`src/design/qsig_pkg.sv`:
```
// Shared types, constants and the threshold table for the q3.12 sigmoid/tanh block.
package qsig_pkg;

  // Tensor geometry limits.
  localparam int unsigned MAX_DIM = 1024;
  localparam int unsigned CFG_W   = 11;
  localparam int unsigned DIM_W   = $clog2(MAX_DIM + 1);
  localparam int unsigned LIM_W   = $clog2(MAX_DIM + 2);
  localparam int unsigned IDX_W   = $clog2(MAX_DIM);

  // Configuration port.
  localparam int unsigned CFG_IDX_W = 3;

  typedef enum logic [CFG_IDX_W-1:0] {
    CFG_FUNC_SEL      = 3'd0,
    CFG_ROW_WIDTH     = 3'd1,
    CFG_ROW_COUNT     = 3'd2,
    CFG_CHANNEL_COUNT = 3'd3,
    CFG_INPUT_PACKED  = 3'd4
  } cfg_index_e;

  // Data path widths.
  localparam int unsigned SAMPLE_W = 16;
  localparam int unsigned MAG_W    = 16;
  localparam int unsigned ACT_W    = 8;
  localparam logic [ACT_W-1:0] ACT_MAX = 8'd127;

  // Threshold table: one row of 128 thresholds per function.
  localparam int unsigned NUM_THR   = 128;
  localparam int unsigned THR_IDX_W = $clog2(NUM_THR);
  localparam int unsigned THR_W     = 16;
  localparam int unsigned U_W       = THR_IDX_W + 1;

  // Queue between the front and the back.
  localparam int unsigned QUEUE_DEPTH = 2;
  localparam int unsigned QPTR_W      = (QUEUE_DEPTH > 1) ? $clog2(QUEUE_DEPTH) : 1;
  localparam int unsigned QCNT_W      = $clog2(QUEUE_DEPTH + 1);

  // One classified sample as it waits in the queue.
  typedef struct packed {
    logic [MAG_W-1:0] mag;
    logic             neg;
    logic             last;
    logic             fsel;
  } qsig_item_t;

  // One sample in flight through the binary search.
  typedef struct packed {
    qsig_item_t           item;
    logic [THR_IDX_W-1:0] u;
  } qsig_stage_t;

  // Fixed-point log format used only while the table is built.
  localparam int unsigned LOG_FRAC = 56;
  localparam logic [63:0] LN2_Q64  = 64'hB17217F7D1CF79AC;
  localparam int unsigned SH_SIG   = LOG_FRAC + 64 - 12;
  localparam int unsigned SH_TANH  = LOG_FRAC + 64 - 11;

  typedef logic [THR_W-1:0] thr_tab_t [2*NUM_THR];

  // log2(n) with LOG_FRAC fraction bits, by repeated squaring of the mantissa.
  function automatic logic [63:0] log2_fix(input logic [8:0] n);
    logic [63:0]  y;
    logic [127:0] sq;
    logic [63:0]  res;
    int unsigned  e;
    e = 0;
    for (int k = 0; k < 9; k++) begin
      if (n[k]) begin
        e = k;
      end
    end
    y   = 64'(n) << (62 - e);
    res = 64'(e) << LOG_FRAC;
    for (int i = 1; i <= LOG_FRAC; i++) begin
      sq = {64'd0, y} * {64'd0, y};
      y  = sq[125:62];
      if (y[63]) begin
        y = y >> 1;
        res[LOG_FRAC-i] = 1'b1;
      end
    end
    return res;
  endfunction

  // Threshold j is the ceiling of S*ln((255+2j)/(257-2j)); sigmoid rows first.
  function automatic thr_tab_t build_thr();
    thr_tab_t     tab;
    logic [63:0]  d;
    logic [127:0] p;
    for (int j = 1; j <= NUM_THR; j++) begin
      d = log2_fix(9'(255 + 2 * j)) - log2_fix(9'(257 - 2 * j));
      p = {64'd0, d} * {64'd0, LN2_Q64};
      tab[j-1] = THR_W'(p >> SH_SIG) + THR_W'(p[SH_SIG-1:0] != '0);
      tab[NUM_THR+j-1] = THR_W'(p >> SH_TANH) + THR_W'(p[SH_TANH-1:0] != '0);
    end
    return tab;
  endfunction

  localparam thr_tab_t THR_TAB = build_thr();

  // Table read: fsel picks the row, idx the threshold.
  function automatic logic [THR_W-1:0] thr_lookup(input logic fsel,
                                                  input logic [THR_IDX_W-1:0] idx);
    return THR_TAB[{fsel, idx}];
  endfunction

  // A dimension of zero acts as one; anything above the limit acts as the limit.
  function automatic logic [DIM_W-1:0] eff_dim(input logic [CFG_W-1:0] v);
    logic [DIM_W-1:0] r;
    if (v == '0) begin
      r = DIM_W'(1);
    end else if (32'(v) > MAX_DIM) begin
      r = DIM_W'(MAX_DIM);
    end else begin
      r = DIM_W'(v);
    end
    return r;
  endfunction

endpackage

```
`src/design/q312_sigmoid_tanh_to_int8.sv`:
```
// Top level: quantized sigmoid/tanh of a q3.12 sample stream to int8.
// Path: an accepted sample passes through the queue, the search stages and the output register.
// Throughput: one sample per cycle unless stalled; a padding word is taken but not output.
// The depth is set by the 7-step binary search over the 128-entry threshold table.
// Reset: sigmoid, 1 x 1 x 1 tensor, packed input, walk counters at zero, pipeline empty.
// The two-word queue lets input and output stall independently.
module q312_sigmoid_tanh_to_int8 (
  input  logic                                clk_i,
  input  logic                                rst_ni,
  input  logic                                cfg_valid_i,
  output logic                                cfg_ready_o,
  input  logic [qsig_pkg::CFG_IDX_W-1:0]      cfg_index_i,
  input  logic [qsig_pkg::CFG_W-1:0]          cfg_data_i,
  input  logic                                in_valid_i,
  output logic                                in_ready_o,
  input  logic signed [qsig_pkg::SAMPLE_W-1:0] sample_i,
  output logic                                out_valid_o,
  input  logic                                out_ready_i,
  output logic signed [qsig_pkg::ACT_W-1:0]   activation_o,
  output logic                                last_of_tensor_o
);

  logic                 push, full, pop, empty;
  qsig_pkg::qsig_item_t push_item, head_item;

  // Classifying front end.
  qsig_front u_front (
    .clk_i       (clk_i),
    .rst_ni      (rst_ni),
    .cfg_valid_i (cfg_valid_i),
    .cfg_ready_o (cfg_ready_o),
    .cfg_index_i (cfg_index_i),
    .cfg_data_i  (cfg_data_i),
    .in_valid_i  (in_valid_i),
    .in_ready_o  (in_ready_o),
    .sample_i    (sample_i),
    .full_i      (full),
    .push_o      (push),
    .item_o      (push_item)
  );

  // Queue between front and back.
  qsig_fifo u_fifo (
    .clk_i   (clk_i),
    .rst_ni  (rst_ni),
    .push_i  (push),
    .item_i  (push_item),
    .full_o  (full),
    .pop_i   (pop),
    .item_o  (head_item),
    .empty_o (empty)
  );

  // Search pipeline and output register.
  qsig_back u_back (
    .clk_i            (clk_i),
    .rst_ni           (rst_ni),
    .item_i           (head_item),
    .empty_i          (empty),
    .pop_o            (pop),
    .out_valid_o      (out_valid_o),
    .out_ready_i      (out_ready_i),
    .activation_o     (activation_o),
    .last_of_tensor_o (last_of_tensor_o)
  );

endmodule

```
`src/design/qsig_fifo.sv`:
```
// Two-word queue that decouples the classifying front from the search pipeline.
module qsig_fifo (
  input  logic                clk_i,
  input  logic                rst_ni,
  input  logic                push_i,
  input  qsig_pkg::qsig_item_t item_i,
  output logic                full_o,
  input  logic                pop_i,
  output qsig_pkg::qsig_item_t item_o,
  output logic                empty_o
);

  qsig_pkg::qsig_item_t              mem_q [qsig_pkg::QUEUE_DEPTH];
  logic [qsig_pkg::QPTR_W-1:0]       wr_ptr_q, wr_ptr_d;
  logic [qsig_pkg::QPTR_W-1:0]       rd_ptr_q, rd_ptr_d;
  logic [qsig_pkg::QCNT_W-1:0]       count_q, count_d;

  assign full_o  = (count_q == qsig_pkg::QCNT_W'(qsig_pkg::QUEUE_DEPTH));
  assign empty_o = (count_q == '0);
  assign item_o  = mem_q[rd_ptr_q];

  // Pointer and fill count update.
  always_comb begin
    wr_ptr_d = wr_ptr_q;
    rd_ptr_d = rd_ptr_q;
    count_d  = count_q;
    if (push_i) begin
      wr_ptr_d = (wr_ptr_q == qsig_pkg::QPTR_W'(qsig_pkg::QUEUE_DEPTH - 1)) ? '0
                                                                           : wr_ptr_q + 1'b1;
    end
    if (pop_i) begin
      rd_ptr_d = (rd_ptr_q == qsig_pkg::QPTR_W'(qsig_pkg::QUEUE_DEPTH - 1)) ? '0
                                                                           : rd_ptr_q + 1'b1;
    end
    if (push_i && !pop_i) begin
      count_d = count_q + 1'b1;
    end else if (pop_i && !push_i) begin
      count_d = count_q - 1'b1;
    end
  end

  always_ff @(posedge clk_i or negedge rst_ni) begin
    if (!rst_ni) begin
      wr_ptr_q <= '0;
      rd_ptr_q <= '0;
      count_q  <= '0;
    end else begin
      wr_ptr_q <= wr_ptr_d;
      rd_ptr_q <= rd_ptr_d;
      count_q  <= count_d;
    end
  end

  // Storage for queued words.
  always_ff @(posedge clk_i) begin
    if (push_i) begin
      mem_q[wr_ptr_q] <= item_i;
    end
  end

  assert property (@(posedge clk_i) disable iff (!rst_ni) push_i && full_o |-> pop_i)
    else $error("qsig_fifo: word written into a full queue");

  assert property (@(posedge clk_i) disable iff (!rst_ni)
                   push_i && !pop_i |=> !empty_o)
    else $error("qsig_fifo: queue empty right after a write");

endmodule

```
`src/design/qsig_front.sv`:
```
// Front end: configuration registers, tensor walk counters and sample classification.
module qsig_front (
  input  logic                                clk_i,
  input  logic                                rst_ni,
  input  logic                                cfg_valid_i,
  output logic                                cfg_ready_o,
  input  logic [qsig_pkg::CFG_IDX_W-1:0]      cfg_index_i,
  input  logic [qsig_pkg::CFG_W-1:0]          cfg_data_i,
  input  logic                                in_valid_i,
  output logic                                in_ready_o,
  input  logic signed [qsig_pkg::SAMPLE_W-1:0] sample_i,
  input  logic                                full_i,
  output logic                                push_o,
  output qsig_pkg::qsig_item_t                item_o
);

  // Configuration registers.
  logic                       fsel_q;
  logic [qsig_pkg::CFG_W-1:0] row_width_q, row_count_q, chan_count_q;
  logic                       packed_q;

  // Tensor walk counters.
  logic [qsig_pkg::DIM_W-1:0] col_q, col_d;
  logic [qsig_pkg::IDX_W-1:0] row_q, row_d;
  logic [qsig_pkg::IDX_W-1:0] chan_q, chan_d;

  logic [qsig_pkg::DIM_W-1:0]    w, h, c;
  logic                          pad_en;
  logic [qsig_pkg::LIM_W-1:0]    limit;
  logic [qsig_pkg::DIM_W-1:0]    col_eff;
  logic [qsig_pkg::IDX_W-1:0]    row_eff, chan_eff;
  logic [qsig_pkg::LIM_W-1:0]    col_inc;
  logic [qsig_pkg::DIM_W-1:0]    row_inc, chan_inc;
  logic                          is_pad, end_of_row;
  logic                          in_accept;
  logic [qsig_pkg::MAG_W-1:0]    raw;

  assign cfg_ready_o = 1'b1;
  assign in_ready_o  = !full_i;
  assign in_accept   = in_valid_i && !full_i;

  // Effective geometry and counters brought back into range.
  always_comb begin
    w       = qsig_pkg::eff_dim(row_width_q);
    h       = qsig_pkg::eff_dim(row_count_q);
    c       = qsig_pkg::eff_dim(chan_count_q);
    pad_en  = !packed_q && w[0];
    limit   = qsig_pkg::LIM_W'(w) + qsig_pkg::LIM_W'(pad_en);
    col_eff  = (qsig_pkg::LIM_W'(col_q) >= limit) ? '0 : col_q;
    row_eff  = (qsig_pkg::DIM_W'(row_q) >= h) ? '0 : row_q;
    chan_eff = (qsig_pkg::DIM_W'(chan_q) >= c) ? '0 : chan_q;
    is_pad   = pad_en && (col_eff == w);
    col_inc  = qsig_pkg::LIM_W'(col_eff) + 1'b1;
    row_inc  = qsig_pkg::DIM_W'(row_eff) + 1'b1;
    chan_inc = qsig_pkg::DIM_W'(chan_eff) + 1'b1;
    end_of_row = is_pad || (col_inc >= limit);
  end

  // Next position in the walk.
  always_comb begin
    col_d  = col_inc[qsig_pkg::DIM_W-1:0];
    row_d  = row_eff;
    chan_d = chan_eff;
    if (end_of_row) begin
      col_d = '0;
      if (row_inc >= h) begin
        row_d  = '0;
        chan_d = (chan_inc >= c) ? '0 : chan_inc[qsig_pkg::IDX_W-1:0];
      end else begin
        row_d = row_inc[qsig_pkg::IDX_W-1:0];
      end
    end
  end

  // Classify the sample: sign, magnitude and end-of-tensor flag.
  always_comb begin
    raw         = sample_i;
    item_o.neg  = raw[qsig_pkg::SAMPLE_W-1];
    item_o.mag  = item_o.neg ? (qsig_pkg::MAG_W'(0) - raw) : raw;
    item_o.fsel = fsel_q;
    item_o.last = (col_eff == w - qsig_pkg::DIM_W'(1)) &&
                  (qsig_pkg::DIM_W'(row_eff) == h - qsig_pkg::DIM_W'(1)) &&
                  (qsig_pkg::DIM_W'(chan_eff) == c - qsig_pkg::DIM_W'(1));
  end

  assign push_o = in_accept && !is_pad;

  // Configuration writes; unknown indices are dropped.
  always_ff @(posedge clk_i or negedge rst_ni) begin
    if (!rst_ni) begin
      fsel_q       <= 1'b0;
      row_width_q  <= qsig_pkg::CFG_W'(1);
      row_count_q  <= qsig_pkg::CFG_W'(1);
      chan_count_q <= qsig_pkg::CFG_W'(1);
      packed_q     <= 1'b1;
    end else if (cfg_valid_i) begin
      unique case (qsig_pkg::cfg_index_e'(cfg_index_i))
        qsig_pkg::CFG_FUNC_SEL:      fsel_q       <= cfg_data_i[0];
        qsig_pkg::CFG_ROW_WIDTH:     row_width_q  <= cfg_data_i;
        qsig_pkg::CFG_ROW_COUNT:     row_count_q  <= cfg_data_i;
        qsig_pkg::CFG_CHANNEL_COUNT: chan_count_q <= cfg_data_i;
        qsig_pkg::CFG_INPUT_PACKED:  packed_q     <= cfg_data_i[0];
        default: ;
      endcase
    end
  end

  // Counters advance on every accepted word, padding included.
  always_ff @(posedge clk_i or negedge rst_ni) begin
    if (!rst_ni) begin
      col_q  <= '0;
      row_q  <= '0;
      chan_q <= '0;
    end else if (in_accept) begin
      col_q  <= col_d;
      row_q  <= row_d;
      chan_q <= chan_d;
    end
  end

  assert property (@(posedge clk_i) disable iff (!rst_ni)
                   push_o && item_o.last && !pad_en |=> col_q == '0 && row_q == '0 &&
                   chan_q == '0)
    else $error("qsig_front: walk did not restart after the last sample of the tensor");

endmodule

```
`src/design/qsig_back.sv`:
```
// Back end: pipelined binary search over the threshold table and the output register.
module qsig_back (
  input  logic                                clk_i,
  input  logic                                rst_ni,
  input  qsig_pkg::qsig_item_t                item_i,
  input  logic                                empty_i,
  output logic                                pop_o,
  output logic                                out_valid_o,
  input  logic                                out_ready_i,
  output logic signed [qsig_pkg::ACT_W-1:0]   activation_o,
  output logic                                last_of_tensor_o
);

  localparam int unsigned STAGES = qsig_pkg::THR_IDX_W;

  logic [STAGES-1:0]      vld_q;
  qsig_pkg::qsig_stage_t  stg_q [STAGES];
  qsig_pkg::qsig_stage_t  nxt   [STAGES];
  logic                   out_vld_q;
  logic [qsig_pkg::ACT_W-1:0] act_q, act_d;
  logic                   last_q;
  logic                   en;
  logic                   top;
  logic [qsig_pkg::U_W-1:0] u_full;

  // The whole pipeline moves whenever the output register can take a word.
  assign en    = !out_vld_q || out_ready_i;
  assign pop_o = en && !empty_i;

  // One search step per stage: stage k tests the bit of weight 2^(STAGES-1-k).
  always_comb begin
    for (int k = 0; k < STAGES; k++) begin
      logic [qsig_pkg::THR_IDX_W-1:0] bitw;
      logic [qsig_pkg::THR_IDX_W-1:0] idx;
      bitw   = qsig_pkg::THR_IDX_W'(1) << (STAGES - 1 - k);
      idx    = stg_q[k].u | (bitw - qsig_pkg::THR_IDX_W'(1));
      nxt[k] = stg_q[k];
      if (qsig_pkg::thr_lookup(stg_q[k].item.fsel, idx) <= stg_q[k].item.mag) begin
        nxt[k].u = stg_q[k].u | bitw;
      end
    end
  end

  // Last threshold decides the full-scale count; then sign and saturation.
  always_comb begin
    top = qsig_pkg::thr_lookup(stg_q[STAGES-1].item.fsel, '1) <=
          stg_q[STAGES-1].item.mag;
    u_full = qsig_pkg::U_W'(nxt[STAGES-1].u) + qsig_pkg::U_W'(top);
    if (stg_q[STAGES-1].item.neg) begin
      act_d = qsig_pkg::ACT_W'(qsig_pkg::U_W'(0) - u_full);
    end else if (qsig_pkg::ACT_W'(u_full) > qsig_pkg::ACT_MAX) begin
      act_d = qsig_pkg::ACT_MAX;
    end else begin
      act_d = qsig_pkg::ACT_W'(u_full);
    end
  end

  // Valid bits of the stages and of the output register.
  always_ff @(posedge clk_i or negedge rst_ni) begin
    if (!rst_ni) begin
      vld_q     <= '0;
      out_vld_q <= 1'b0;
    end else if (en) begin
      vld_q     <= {vld_q[STAGES-2:0], !empty_i};
      out_vld_q <= vld_q[STAGES-1];
    end
  end

  // Stage and output payload.
  always_ff @(posedge clk_i) begin
    if (en) begin
      stg_q[0].item <= item_i;
      stg_q[0].u    <= '0;
      for (int k = 1; k < STAGES; k++) begin
        stg_q[k] <= nxt[k-1];
      end
      act_q  <= act_d;
      last_q <= stg_q[STAGES-1].item.last;
    end
  end

  assign out_valid_o      = out_vld_q;
  assign activation_o     = act_q;
  assign last_of_tensor_o = last_q;

  assert property (@(posedge clk_i) disable iff (!rst_ni)
                   out_vld_q && !out_ready_i |=> out_vld_q && $stable(vld_q))
    else $error("qsig_back: pipeline moved while the output was stalled");

endmodule
```
`config.mk`:
```
export PLATFORM = sky130hd
export DESIGN_NAME = q312_sigmoid_tanh_to_int8
export DESIGN_NICKNAME = d
export VERILOG_FILES = /design/src/design/qsig_pkg.sv /design/src/design/q312_sigmoid_tanh_to_int8.sv /design/src/design/qsig_fifo.sv /design/src/design/qsig_front.sv /design/src/design/qsig_back.sv
export SDC_FILE = /design/constraint.sdc
export NUM_CORES = 1
export LEC_CHECK = 0
export BUFFER_PORTS_ARGS = -buffer_cell sky130_fd_sc_hd__buf_4
export CAP_MARGIN = 25
export CORE_UTILIZATION = 50
export DETAILED_ROUTE_END_ITERATION = 6
export PLACE_DENSITY = 0.66
export SLEW_MARGIN = 20
export SYNTH_ARGS = -nofsm -noshare
export SYNTH_HDL_FRONTEND = slang
export SYNTH_SLANG_ARGS = --single-unit
```
`constraint.sdc`:
```
create_clock -name clk_i -period 18.62 [get_ports clk_i]
set_input_delay 1.862 -clock clk_i [delete_from_list [all_inputs] [get_ports clk_i]]
set_output_delay 1.862 -clock clk_i [all_outputs]
set_load 0.03 [all_outputs]
```
# Word level (Yosys, flattened, before mapping)
# Memories as Yosys holds them, arrays and structs flattened.
# Index checks and enable logic that the tools add are counted.
[word_totals]
regBits = 87
mem_bits_rw = 220
mem_bits_ro = 32768
out_inout_bits = 12
elab_cells = 160
memories = 10
[classes]
addsub = 14
n_lt_le_gt_ge = 26
n_eq_ne = 9
n_mux = 49
bitwise = 8
reduce_logical = 29
[mem_list]
columns = ["memory", "depth", "width", "read_ports", "rd_ports_with_merged_regs", "wr", "line_no", "text"]
rows = [
  ["(name not given)", 256, 16, 1, 0, 0, "qsig_pkg.sv:105", "return THR_TAB[{fsel, idx}];"],
  ["(name not given)", 256, 16, 1, 0, 0, "qsig_pkg.sv:105", ""],
  ["(name not given)", 256, 16, 1, 0, 0, "qsig_pkg.sv:105", ""],
  ["(name not given)", 256, 16, 1, 0, 0, "qsig_pkg.sv:105", ""],
  ["(name not given)", 256, 16, 1, 0, 0, "qsig_pkg.sv:105", ""],
  ["(name not given)", 256, 16, 1, 0, 0, "qsig_pkg.sv:105", ""],
  ["+4 memories", "-", "-", "-", "-", "-", "-", ""],
]
[ops]
columns = ["cell", "n"]
rows = [
  ["$mux 16", 17],
  ["$le 16x16->1", 8],
  ["$mux 11", 8],
  ["$ge 9x9->1 const B", 8],
  ["$not 8->9", 8],
  ["$mux 10", 7],
  ["$ge 11x11->1", 4],
  ["$gt 11x11->1 const B", 3],
  ["$logic_not 11->1", 3],
  ["$sub 11x1->11 const B", 3],
  ["$add 10x1->11 const B", 2],
  ["$eq 10x11->1", 2],
  ["$eq 11x11->1", 2],
  ["$ge 10x11->1", 2],
  ["$mux 8", 2],
  ["$sub 1x16->16 const A", 1],
  ["$add 11x1->11", 1],
  ["$add 11x1->11 const B", 1],
  ["$reduce_and 2->1", 5],
  ["$logic_and 1x1->1", 9],
  ["$add 7x1->8", 1],
  ["$gt 8x7->1 const B", 1],
  ["$sub 1x8->8 const A", 1],
  ["$logic_not 1->1", 7],
  ["other kinds (18)", 29],
]

# Longest topological paths before layout
[logic_depth]
word_depth = 15
ltp_mapped = 35
mapped_depth_nobuf = 31

# By module
# Synthesis repeated with hierarchy kept, for this count alone.
[unflattened]
hier_cells = 2229
hier_area_um2 = 21174.1
[by_module_without_submodules]
columns = ["mod", "n_inst", "cells_each", "area_each_um2", "seq_area_each_um2"]
rows = [
  ["qsig_back", 1, 1243, 12319.3, 5094.9],
  ["qsig_front", 1, 911, 7216.9, 1656.6],
  ["qsig_fifo", 1, 75, 1637.8, 1241.2],
]

# Least setup slack after synthesis
# No wires, ideal clock.
[synth_path]
kind = "input to register"
start = "in out_ready_i"
end = "reg u_fifo.count_q[1] (netlist name)"
arrival_time_ns = 8.647
required_ns = 18.541
setup_slack_ns = 9.893
cell_stages = 6
path_buffers = 1
path_cell_list = "nand2b_1 clkbuf_1 o21ai_0 ha_1 nor2_1 xor2_1"
[synth_between]
elab_chain_cells = 5
[synth_lines]
columns = ["item", "line_no", "text"]
rows = [
  ["from (decl)", "q312_sigmoid_tanh_to_int8.sv:18", "input logic out_ready_i,"],
  ["$logic_or 1x1->1 *", "qsig_back.sv:27", "assign en = !out_vld_q || out_ready_i;"],
  ["net u_back.en", "qsig_back.sv:22", "logic en;"],
  ["$logic_and 1x1->1 *", "qsig_back.sv:28", "assign pop_o = en && !empty_i;"],
  ["$logic_not 1->1", "qsig_fifo.sv:35", "if (push_i && !pop_i) begin"],
  ["$logic_and 1x1->1", "qsig_fifo.sv:35", ""],
  ["$mux 2 / $reduce_bool 2->1 (equally long branches)", "-", ""],
  ["to (signal assigned)", "qsig_fifo.sv:50", "count_q <= count_d;"],
  ["to (decl)", "qsig_fifo.sv:16", "logic [qsig_pkg::QCNT_W-1:0] count_q, count_d;"],
]
# The timed path passes the listed nets; every way through them passes the cells marked *.
# A chain may end at the register's enable or synchronous reset.

# Worst setup path in the final report
[layout_path]
start = "reg u_front.row_width_q[7] (netlist name)"
end = "reg u_front.row_q[1] (netlist name)"
[layout_between]
elab_chain_cells = 11
[layout_lines]
columns = ["item", "line_no", "text"]
rows = [
  ["from (decl)", "qsig_front.sv:19", "logic [qsig_pkg::CFG_W-1:0] row_width_q, row_count_q, chan_count_q;"],
  ["from (signal assigned)", "qsig_front.sv:92", "row_width_q <= qsig_pkg::CFG_W'(1);"],
  ["from (signal assigned)", "qsig_front.sv:99", "qsig_pkg::CFG_ROW_WIDTH: row_width_q <= cfg_data_i;"],
  ["$gt 11x11->1", "qsig_pkg.sv:113", "end else if (32'(v) > MAX_DIM) begin"],
  ["$mux 11", "qsig_pkg.sv:113", ""],
  ["$mux 11 *", "qsig_pkg.sv:111", "if (v == '0) begin"],
  ["$logic_and 1x1->1", "qsig_front.sv:47", "pad_en = !packed_q && w[0];"],
  ["$add 11x1->11", "qsig_front.sv:48", "limit = qsig_pkg::LIM_W'(w) + qsig_pkg::LIM_W'(pad_en);"],
  ["$ge 11x11->1", "qsig_front.sv:49", "col_eff = (qsig_pkg::LIM_W'(col_q) >= limit) ? '0 : col_q;"],
  ["$mux 11", "qsig_front.sv:49", ""],
  ["$add 11x1->11 / $eq 11x11->1 (equally long branches)", "qsig_front.sv:53, qsig_front.sv:52", ""],
  ["$ge 11x11->1 / $logic_and 1x1->1 (equally long branches)", "qsig_front.sv:56, qsig_front.sv:52", ""],
  ["$logic_or 1x1->1 *", "qsig_front.sv:56", "end_of_row = is_pad || (col_inc >= limit);"],
  ["$mux 10 *", "qsig_front.sv:64", "if (end_of_row) begin"],
  ["to (signal assigned)", "qsig_front.sv:116", "row_q <= row_d;"],
  ["to (decl)", "qsig_front.sv:24", "logic [qsig_pkg::IDX_W-1:0] row_q, row_d;"],
]
# Every way passes the cells marked *; elsewhere a longest branch is shown, timed or not.

==> metrics.md <==
| Metric | Value |
|---|---|
| Clk pin slew, worst setup/hold paths | `0.06 ns` |
| First-pass GRT wire length | `between 80 and 90 mm` |
| Vias in the first global route | `15790` |
| Final setup margin | `10.15 ns` |
| Clk sinks | `279` |
| Sum of negative setup slack | `0 ns` |
| Routed Antenna Nets | `0` |
| CORE AREA | `40190 µm²` |
| Leakage | `0.009261 µW` |
| Met2 WL post-DR | `23.40 mm` |
| R2r startpoint | `u_front.row_width_q[7]` |
| Cell Rows | `between 70 and 80` |
| Hold Path End | `u_back.stg_q[4][9]` |
| Fin. max-slew vios | `0` |
| Die X-Extent | `205.0 µm` |
| Pre-CTS setup slack | `10.31 ns` |
| # IOs | `47` |
| GRT overflow | `0` |
| Post-Synthesis Cells | `2186` |
| Synthesis-to-layout area growth | `8.078%` |
| CP Capture Type | `register` |
| Utilization after layout | `0.5540` |
| Critical hold path startpoint | `u_back.stg_q[3][9]` |
| Vias | `16350` |
| CTS tree | `done` |
| Clock H-tree levels | `1` |
| Logic pwr share | `0.472` |
| Initial core utilization | `0.5126` |
| Tightest Hold Check Type | `register to register` |
| Fmax | `between 100 and 150 MHz` |
| GPL Wtd Cong | `0.9116` |
| Setup-failing EPs final | `0` |
| Largest net degree at the start of global routing | `80` |
| Int Pwr | `between 1500 and 2000 µW` |
| Fin crit period | `8.472 ns` |
| CP peak stage delay | `around 0.85 ns` |
| Global-route usage over all layers | `0.2403` |
| Synthesized area per cell | `9.424 µm²` |
| Main synth FF type | `edfxtp_1` |
| Fillcell total | `~3600` |
| Initial DRC count | `1328` |
| Status | `finished, final reports clean` |
| IO Port Bufs | `45` |
| Setup Buffers After CTS | `0` |
| Peak supply drop | `just under 0.09 mV` |
| Ys async rst share | `0.2796` |
| Reg power frac | `0.339` |
| Dpl hpwl | `36.55 mm` |
| MaxCap Viol Count | `0` |
| #FFs+latches synth | `279` |
| Detailed-route DRC error count | `0` |
| TritonCTS Buffers | `31` |
| Diode count | `0` |
| Final hold viol count | `0` |
| Wire per inst | `between 15 and 20 µm` |
| Antenna violations before repair | `0` |
| Clk_skew | `about 0.025 ns` |
| CTS root buffer | `clkbuf_16` |
| Crit path max fanout | `24` |
| Clock Power Share | `0.189` |
| Post-synthesis cell type count | `96` |
| Post-Route WL | `49.90 mm` |
| Critical path arrival | `8.95 ns` |
| Total power | `3360 µW` |
| Critical Path Source Type | `register` |
| Reg2reg setup slack | `a little over 10 ns` |
| Die area | `42020 µm²` |
| Hold Path Depth | `0` |
| Seq/Total Area, Yosys | `0.3880` |
| Post-CTS Hold Fix Bufs | `0` |
| Routed vias/inst | `6.038` |
| Nets | `2405` |
| Reg2reg path depth | `30` |
| WP data required | `19.10 ns` |
| Sw Pwr | `around 1400 µW` |
| PostCTS Resize Cnt | `0` |
| Share of cells above drive strength 1 | `0.09986` |
| Worst-Skew Late Latency | `0.58 ns` |
| Pwr dens | `150.9 nW/µm²` |
| Drt pass-1 iters | `6` |
| Netlist Area Pre-Place | `20600 µm²` |
| Final period util | `0.4550` |
| Post-synth EDFFs | `between 200 and 250` |
| Slew @ Worst Pin | `around 1 ns` |
| Maximum clock path buffer count | `3` |
| Critical path's slowest cell | `or2_1` |
| Switching part of the total | `0.4151` |
| Worst R2R End | `u_front.row_q[1]` |
| Ys Warns | `0` |
| Post-Syn Nets | `2433` |
| Relative slew slack | `0.3362` |
| Wire length on met1 | `~23 mm` |
| Top Metal Used | `met4` |
| RSZ-0062 raised after global routing | `no` |
| Met3 Routed Length | `between 2 and 2.5 mm` |
| Die H | `between 200 and 250 µm` |
| WS Path Type | `register to register` |
| Hold_ws | `~0.42 ns` |
-- placed cells by master, fill, tap and decap left out, drive strengths merged, types with 8 or more instances in the layout --
master,n
ha,212
nand2,201
edfxtp,201
inv,168
o21ai,155
nor2,136
a21oi,132
dfrtp,74
mux2,67
xnor2,61
nor3,59
buf,59
nand3,52
clkbuf,43
nor2b,39
o21a,39
nand2b,38
a31oi,29
o211ai,29
nand4,28
xor2,25
a211oi,23
and3,22
a21o,20
mux2i,18
o22ai,18
o31ai,18
nor4,13
o311ai,10
clkinv,9
or3,8
o2bb2ai,8
or2,8
and2,8
-- metrics by stage --
step,instances,cell area (µm²)
after floorplan,2186,20600
after global placement,2650,21180
after detailed placement,2650,21180
after CTS,2708,22260
after global routing,2708,22270
final,2708,22270
-- worst max path at each step --
stage,startpoint,to
global route,u_front.row_width_q[7],u_front.row_q[1]
floorplan,out_ready_i,u_fifo.count_q[1]
global placement,u_front.row_width_q[7],u_front.row_q[9]
detailed placement,u_front.row_width_q[7],u_front.row_q[3]
CTS,u_front.row_width_q[7],u_front.row_q[1]
finish,u_front.row_width_q[7],u_front.row_q[1]
-- critical path, delay by kind of cell, from the launching register on --
family	cells	cell delay, ns
AND/OR/NAND/NOR	16	4.28
AO/OA/AOI/OAI	7	1.88
adder cells (fa/ha/maj)	4	1.17
flip-flops	1	0.55
XOR/XNOR	2	0.33
buffers and inverters	1	0.12
-- Yosys cell counts, types with 7 or more instances --
library cell	number	share of area
and3_1	21	0.0064
o2bb2ai_1	8	0.0034
edfxtp_1	201	0.29
nand3_1	51	0.012
o221ai_1	7	0.0030
mux2i_1	18	0.0087
a21o_1	20	0.0073
nor3_1	59	0.014
o31ai_1	16	0.0058
mux2_2	67	0.037
o211ai_1	29	0.011
a211oi_1	21	0.0077
o22ai_1	18	0.0055
a31oi_1	29	0.0088
o21ai_0	150	0.036
o311ai_0	10	0.0043
inv_1	165	0.030
or3_1	8	0.0024
or4_1	7	0.0026
nand4_1	28	0.0085
nor4_1	12	0.0036
buf_4	7	0.0026
dfrtp_1	74	0.090
o21a_1	38	0.014
ha_1	212	0.13
nor2b_1	39	0.012
xor2_1	25	0.011
xnor2_1	60	0.026
or2_2	7	0.0021
nor2_1	134	0.024
nand2_1	201	0.037
clkbuf_1	91	0.017
buf_1	12	0.0022
a21oi_1	132	0.032
nand2b_1	38	0.012
-- registers in the layout, summed over array words and instances, names as in the netlist, 2 cells and up --
| register | count |
|---|---|
| u_back.stg_q | 154 |
| u_fifo.mem_q | 38 |
| u_front.chan_count_q | 11 |
| u_front.col_q | 11 |
| u_front.row_count_q | 11 |
| u_front.row_width_q | 11 |
| u_front.chan_q | 10 |
| u_front.row_q | 10 |
| u_back.activation_o | 8 |
| u_back.vld_q | 7 |
| u_fifo.count_q | 2 |
-- cell families (layout without fill, tap and decap cells) --
logic type	Yosys count	count (layout)	synth area share
compound gates	576	576	0.1820
xor+xnor	86	86	0.03693
fa+ha+maj	212	212	0.1288
buf+inv	287	284	0.05612
flops	279	279	0.3880
mux	89	89	0.04974
other cells	1	1	0.0001820
simple gates	656	656	0.1583
-- metal layers --
layer | vias to the layer above | global-route usage
met5 | - | 0
met4 | 0 | 0.06138
met3 | 80 | 0.02259
met2 | 457 | 0.4020
met1 | 7832 | 0.3329
li1 | 7981 | -
-- power by group through the flow --
stage                     Sequential (µW)  Combinational [µW]  Clock, µW
after global placement               1140                1520          0
final                                1140                1580        636
after global routing                 1170                1790        671
after CTS                            1140                1580        650
after floorplan                      1050                1250          0
after detailed placement             1150                1570          0
-- cell type report --
class,instances,area [µm²],area share
timing repair buffer,59,446.7,0.02006
clock inverter,15,187.7,0.008429
multi-input combinational,1620,11460,0.5149
tap,525,656.9,0.02950
inverter,167,626.9,0.02815
sequential,279,7993,0.3590
clock buffer,43,889.6,0.03996
Note: power is estimated with default switching activity, not from simulation.
